--- src/design/errs_pkg.sv ---
`default_nettype none

package errs_pkg;

    localparam int TIME_WIDTH_DEF     = 48;
    localparam int MEAN_FRAC_BITS_DEF = 16;

    localparam int CFG_IDX_W  = 8;
    localparam int CFG_DATA_W = 32;

    localparam logic [CFG_IDX_W-1:0] CFG_PACKET_COUNT = CFG_IDX_W'(0);
    localparam logic [CFG_IDX_W-1:0] CFG_REPLY_TYPE   = CFG_IDX_W'(1);

    localparam int DIVIDEND_W = 64;
    localparam int DIVISOR_W  = 32;

    typedef enum logic [1:0] {
        ST_ACCEPTED   = 2'd0,
        ST_WRONG_TYPE = 2'd1,
        ST_ID_RANGE   = 2'd2,
        ST_COMPLETE   = 2'd3
    } t_status;

    typedef enum logic [3:0] {
        S_IDLE,
        S_CHECK,
        S_STAT,
        S_DIFF,
        S_DIV,
        S_MEAN,
        S_MUL,
        S_TERM,
        S_SUM,
        S_DONE
    } t_state;

    typedef struct packed {
        logic                  start;
        logic [DIVIDEND_W-1:0] dividend;
        logic [DIVISOR_W-1:0]  divisor;
    } t_div_req;

endpackage

`default_nettype wire

--- src/design/errs_div.sv ---
`default_nettype none

module errs_div (
    input  wire logic                               i_clk,
    input  wire logic                               i_rst_n,
    input  wire errs_pkg::t_div_req                 i_req,
    output logic                                    o_done,
    output logic [errs_pkg::DIVIDEND_W-1:0]         o_quotient
);

    localparam int NW = errs_pkg::DIVIDEND_W;
    localparam int DW = errs_pkg::DIVISOR_W;
    localparam int CW = $clog2(NW);

    logic          r_busy;
    logic          r_done;
    logic [CW-1:0] r_cnt;
    logic [NW-1:0] r_quo;
    logic [DW-1:0] r_rem;
    logic [DW-1:0] r_div;

    logic [DW:0]   w_trial;
    logic [DW:0]   w_sub;
    logic          w_ge;
    logic [DW-1:0] n_rem;
    logic [NW-1:0] n_quo;

    always_comb begin
        w_trial = {r_rem, r_quo[NW-1]};
        w_ge    = (w_trial >= {1'b0, r_div});
        w_sub   = w_trial - {1'b0, r_div};
        n_rem   = w_ge ? w_sub[DW-1:0] : w_trial[DW-1:0];
        n_quo   = {r_quo[NW-2:0], w_ge};
    end

    always_ff @(posedge i_clk) begin
        if (!i_rst_n) begin
            r_busy <= 1'b0;
            r_done <= 1'b0;
            r_cnt  <= '0;
        end else begin
            r_done <= 1'b0;
            if (i_req.start) begin
                r_busy <= 1'b1;
                r_cnt  <= '0;
            end else if (r_busy) begin
                r_cnt <= r_cnt + CW'(1);
                if (r_cnt == CW'(NW - 1)) begin
                    r_busy <= 1'b0;
                    r_done <= 1'b1;
                end
            end
        end
    end

    always_ff @(posedge i_clk) begin
        if (i_req.start) begin
            r_quo <= i_req.dividend;
            r_rem <= '0;
            r_div <= i_req.divisor;
        end else if (r_busy) begin
            r_quo <= n_quo;
            r_rem <= n_rem;
        end
    end

    assign o_done     = r_done;
    assign o_quotient = r_quo;

endmodule

`default_nettype wire

--- config.mk ---
export PLATFORM = sky130hd
export DESIGN_NAME = errs_div
export DESIGN_NICKNAME = d
export VERILOG_FILES = /design/src/design/errs_pkg.sv /design/src/design/errs_div.sv
export SDC_FILE = /design/constraint.sdc
export NUM_CORES = 1
export LEC_CHECK = 0
export ABC_AREA = 0
export BUFFER_PORTS_ARGS = -buffer_cell sky130_fd_sc_hd__buf_4
export CORE_UTILIZATION = 44
export DETAILED_ROUTE_END_ITERATION = 6
export PLACE_DENSITY = 0.76
export SLEW_MARGIN = 20
export SYNTH_ARGS = -nofsm -noshare
export SYNTH_HDL_FRONTEND = slang
export SYNTH_SLANG_ARGS = --single-unit
--- constraint.sdc ---
create_clock -name i_clk -period 9.4 [get_ports i_clk]
set_input_delay 2.82 -clock i_clk [delete_from_list [all_inputs] [get_ports i_clk]]
set_output_delay 2.82 -clock i_clk [all_outputs]
set_load 0.05 [all_outputs]
==> results of run 1 <==
path summary, 6_finish.rpt:
path	start	to	slack, ns	depth (start not counted)
max	i_req[96]	o_quotient[51]$_DFFE_PP_	4.83	4
max reg2reg	r_div[11]$_DFFE_PP_	r_rem[28]$_SDFFE_PP0P_	5.91	11
min	r_rem[5]$_SDFFE_PP0P_	r_rem[5]$_SDFFE_PP0P_	0.50	2
min reg2reg	r_rem[5]$_SDFFE_PP0P_	r_rem[5]$_SDFFE_PP0P_	0.50	2
where the power goes:
group          internal, mW  switching [mW]  total [mW]  leakage, nW
logic                 0.166           0.261       0.427         2.19
clock network         0.419           0.261       0.680        0.291
registers             0.705          0.0309       0.736         1.28
cells in the mapped netlist, drive strengths merged (8+ instances only):
master,n,area (sq um)
edfxtp,96,2880
mux2,63,709
nand2,42,158
dfxtp,40,801
inv,37,139
nor2,35,131
ha,33,413
a21oi,29,160
o21ai,22,110
clkbuf,18,67.6
mux2i,18,180
xor2,17,149
xnor2,15,131
a211oi,13,97.6
nand3,13,65.1
a21o,9,67.6
nand2b,9,56.3
a31oi,8,50.1
buf,8,47.5
sequential cells by signal, summed over array words and instances (netlist names):
signal / count
o_quotient: 64
r_rem: 32
o_done: 1
r_busy: 1
r_div: 32
r_cnt: 6
cells by family after synthesis:
logic type | count (synthesis) | synth area share, %
simple gates | 138 | 9.36
flops | 136 | 52.1
compound gates | 128 | 12.3
mux | 81 | 12.6
buf+inv | 63 | 3.59
fa+ha+maj | 34 | 6.12
xor+xnor | 32 | 3.96
tightest hold or removal path: stages, from the launching register on:
cell      delay (ns)
dfxtp_1         0.32
nor2_1          0.08
a211oi_1        0.05
layer usage:
metal	track usage, %	part of all wire [%]
met1	25.1	41
met2	36.5	49
met3	7.94	8.4
met4	7.75	1.6
met5	0	0
area by class of cell:
cell class / instances / area, sq um / share of cell area, %
clock buffer: 18 / 429 / 4.73
sequential: 136 / 3680 / 40.6
inverter: 37 / 139 / 1.53
multi-input combinational: 413 / 3130 / 34.5
clock inverter: 14 / 171 / 1.89
timing repair buffer: 166 / 1250 / 13.7
tap: 211 / 264 / 2.91
==> flow_summary.toml, run 1 <==
[run_status]
status = "completed"

[synth]
synth_edf_count = 96
syn-num-nets = 745
ys_ff_latch = 136
synthArstFlopShare_pct = 0
yosysWarnings = 0
synth.distinct_cells = 54
synthCells = 612
ys.flop_type = "edfxtp_1"
synth_area_sq_um = 7070
syn_area_per_cell_sq_um = 11.6
yosysSeqAreaShare_pct = 52.1

[final_layout]
fillers = 1301
final_cell_area_sq_um = 9060
synthToLayoutAreaGrowth_pct = 28.2
fin_cells = 995
fin_util_pct = 58.8
diodes = 0
nets = 904
drive_above_1_share_pct = 33.4
layout_commonest_cell = "buf_4"
mostFrequentLayoutCells = "166 x buf_4, 96 x edfxtp_1, 63 x mux2_2"

[die]
io_pins = 164
start_util_pct = 45.8
die_y_um = 129
die_area_sq_um = 16600
die_w_um = 129
core_sq_um = 15400
std_cell_rows = 45

[clock_tree]
cts_buffer_depth = 2
clk_latency_ns = 0.42
htree_levels = 4
ctsHoldBuffers = 0
clk_pin_slew_ns = 0.06
cts_setup_buffers = 0
root_buffer = "clkbuf_16"
numCtsBuffers = 17
cts_resized = 0
cts_tree = "yes"
cts_sinks = 136

[sta]
layout_setup_ws_ns = 4.83
hold_violations = 0
worst_slew_pin_slew_ns = 1.11
finClkSkew_ns = 0.00692
whs_ns = 0.501
fin_crit_ns = 4.57
final.period_utilization_pct = 48.6
setup_viol_count_final = 0
tns_ns = 0
rsz0062_at_grt = "false"
slew_headroom_pct = 25.8
fmax_ghz = 0.219
drv_slew = 0

[setup_path]
cpPeakStageDelay_ns = 0.64
cpMaxStageDelayCell = "buf_4"
critPathArrivalTime_ns = 4.61
cp_max_fo = 64
crit_family = "buffers and inverters"
crit_buf_inv = 3
path_cells = "buf_4, nor2_1, inv_2, buf_4"
endpoint_kind = "flip-flop"
required_ns = 9.45
cp-start-kind = "primary input"
cp_common_cell = "buf_4"
path_class = "in -> reg"

[run]
max-cap-violations = 0

[route]
wl_per_cell_um = 16.8
routed_via_density = 5.42
ant_nets = 0
drt_iter0_drc = 271
dr.pass1.iters = 5
drcViolationCount = 0
drt_wl_total_um = 16700
vias = 5389

[global_route]
grt_pass1_wl_um = 27500
grt_use_total_pct = 21.6
grt_pass1_vias = 5561
grt-ovfl-total = 0
grt_max_degree = 65
antenna_found_initial = 0

[power]
power_leakage_nw = 3.77
power_density_nw_per_um2 = 203
ir_worst_vdd_uv = 138
total_power_mw = 1.84

[placement]
port_buffers = 163
dpl.hpwl_um = 12000
placed_cell_area_sq_um = 8460
gp_congestion = 0.920
dp_cells = 963
dp_slack_ns = 4.37

[worst_hold_path]
hold_class = "reg -> reg"
Power figures use the tool's default switching activity.
==> run 2: changes to the inputs <==
- PLACE_DENSITY: 0.76 -> 0.79
- clock period: 9.4 -> 4.15 ns (I/O delays scaled with it)
==> flow_summary.toml, run 2 (synthesized netlist as in run 1, its figures left out) <==
[final_layout]
fillers = 1318
largest_reg_flops = 64
multi_input_area_sq_um = 3130
regArea_sq_um = 3680
synthToLayoutAreaGrowth_pct = 28.6
final_cell_area_sq_um = 9090
layout_commonest_cell = "buf_4"
nets = 906
fin_util_pct = 58.9
diodes = 0
fin_cells = 997
drive_above_1_share_pct = 34.0
mostFrequentLayoutCells = "166 x buf_4, 96 x edfxtp_1, 63 x mux2_2"

[clock_tree]
cts_buffer_depth = 2
htree_levels = 4
ctsHoldBuffers = 0
cts_resized = 0
root_buffer = "clkbuf_16"
clk_pin_slew_ns = 0.07
numCtsBuffers = 17
cts_tree = "yes"
cts_setup_buffers = 0
clk_latency_ns = 0.42
cts_sinks = 136

[placement]
gp_congestion = 0.864
port_buffers = 163
dpl.hpwl_um = 11200
placed_cell_area_sq_um = 8510
dp_slack_ns = 0.936
dp_cells = 965

[die]
die_area_sq_um = 16600
start_util_pct = 45.8
die_w_um = 129
io_pins = 164
std_cell_rows = 45
die_y_um = 129
core_sq_um = 15400

[global_route]
met3_usage_pct = 7.90
grt-ovfl-total = 0
grtUsageMet1_pct = 24.5
grt_max_degree = 124
grt_pass1_wl_um = 25800
grt_pass1_vias = 5270
grt-busiest-layer = "met2"
grt_use_total_pct = 20.5
use_met2_pct = 33.8
antenna_found_initial = 0

[sta]
setup_viol_count_final = 0
hold_violations = 0
tns_ns = 0
layout_setup_ws_ns = 0.932
worst_slew_pin_slew_ns = 0.738
slew_headroom_pct = 50.8
drv_slew = 0
rsz0062_at_grt = "false"
fmax_ghz = 0.311
finClkSkew_ns = 0.0112
fin_crit_ns = 3.22
whs_ns = 0.473
final.period_utilization_pct = 77.5

[route]
vias = 5281
drt_wl_total_um = 15900
wl_per_cell_um = 15.9
drcViolationCount = 0
drt_iter0_drc = 290
dr.pass1.iters = 5
ant_nets = 0
routed_via_density = 5.30

[setup_path]
cp_max_fo = 15
critPathArrivalTime_ns = 3.49
cp-start-kind = "flip-flop"
endpoint_kind = "flip-flop"
required_ns = 4.42
path_class = "reg -> reg"

[worst_hold_path]
hold_class = "reg -> reg"

[power]
ir_worst_vdd_uv = 317
power_leakage_nw = 3.78
power_density_nw_per_um2 = 453
total_power_mw = 4.12

[run]
max-cap-violations = 0

[run_status]
status = "completed"
run 2: cell types whose count changed in the layout (fill, tap and decap cells not counted), sizes merged:
cell	before	now
clkinvlp	1	2
bufinv	3	1
clkinv	6	3
clkbuf	18	17
inv	41	46
buf	166	168
run 2: final cells by class:
class,instances,share of cell area [%]
inverter,37,1.53
clock inverter,15,1.73
sequential,136,40.5
multi-input combinational,413,34.5
tap,211,2.90
timing repair buffer,168,14.1
clock buffer,17,4.68
run 2: layer usage:
metal  wire (um)  up-vias
met3        1220       15
met4         195        0
met5           0        -
met1        6770     2511
met2        7710      162
li1            -     2593
run 2: power breakdown:
group,total (mW),switching [mW],internal [mW]
combinational,0.964,0.584,0.380
sequential,1.66,0.0663,1.59
clock,1.49,0.642,0.851
total,4.12,1.29,2.83
run 2: worst paths after layout:
kind	start	endpoint	slack [ns]	cells after the start
worst min-delay path	r_cnt[5]$_SDFFE_PP0P_	o_done$_SDFF_PP0_	0.47	2
worst max register to register	r_div[10]$_DFFE_PP_	r_rem[18]$_SDFFE_PP0P_	0.93	12
worst max-delay path	r_div[10]$_DFFE_PP_	r_rem[18]$_SDFFE_PP0P_	0.93	12
worst min register to register	r_cnt[5]$_SDFFE_PP0P_	o_done$_SDFF_PP0_	0.47	2
run 2: critical path: stages, from the launching register on:
cell and delay, ns:
edfxtp_1 0.32, inv_1 0.05, ha_1 0.40, nand4_1 0.15, nor3_1 0.19, o21ai_1 0.15, a21boi_2 0.22, o21ai_1 0.12
o21a_1 0.27, a21oi_4 0.53, buf_4 0.35, mux2i_1 0.22, a211oi_1 0.09
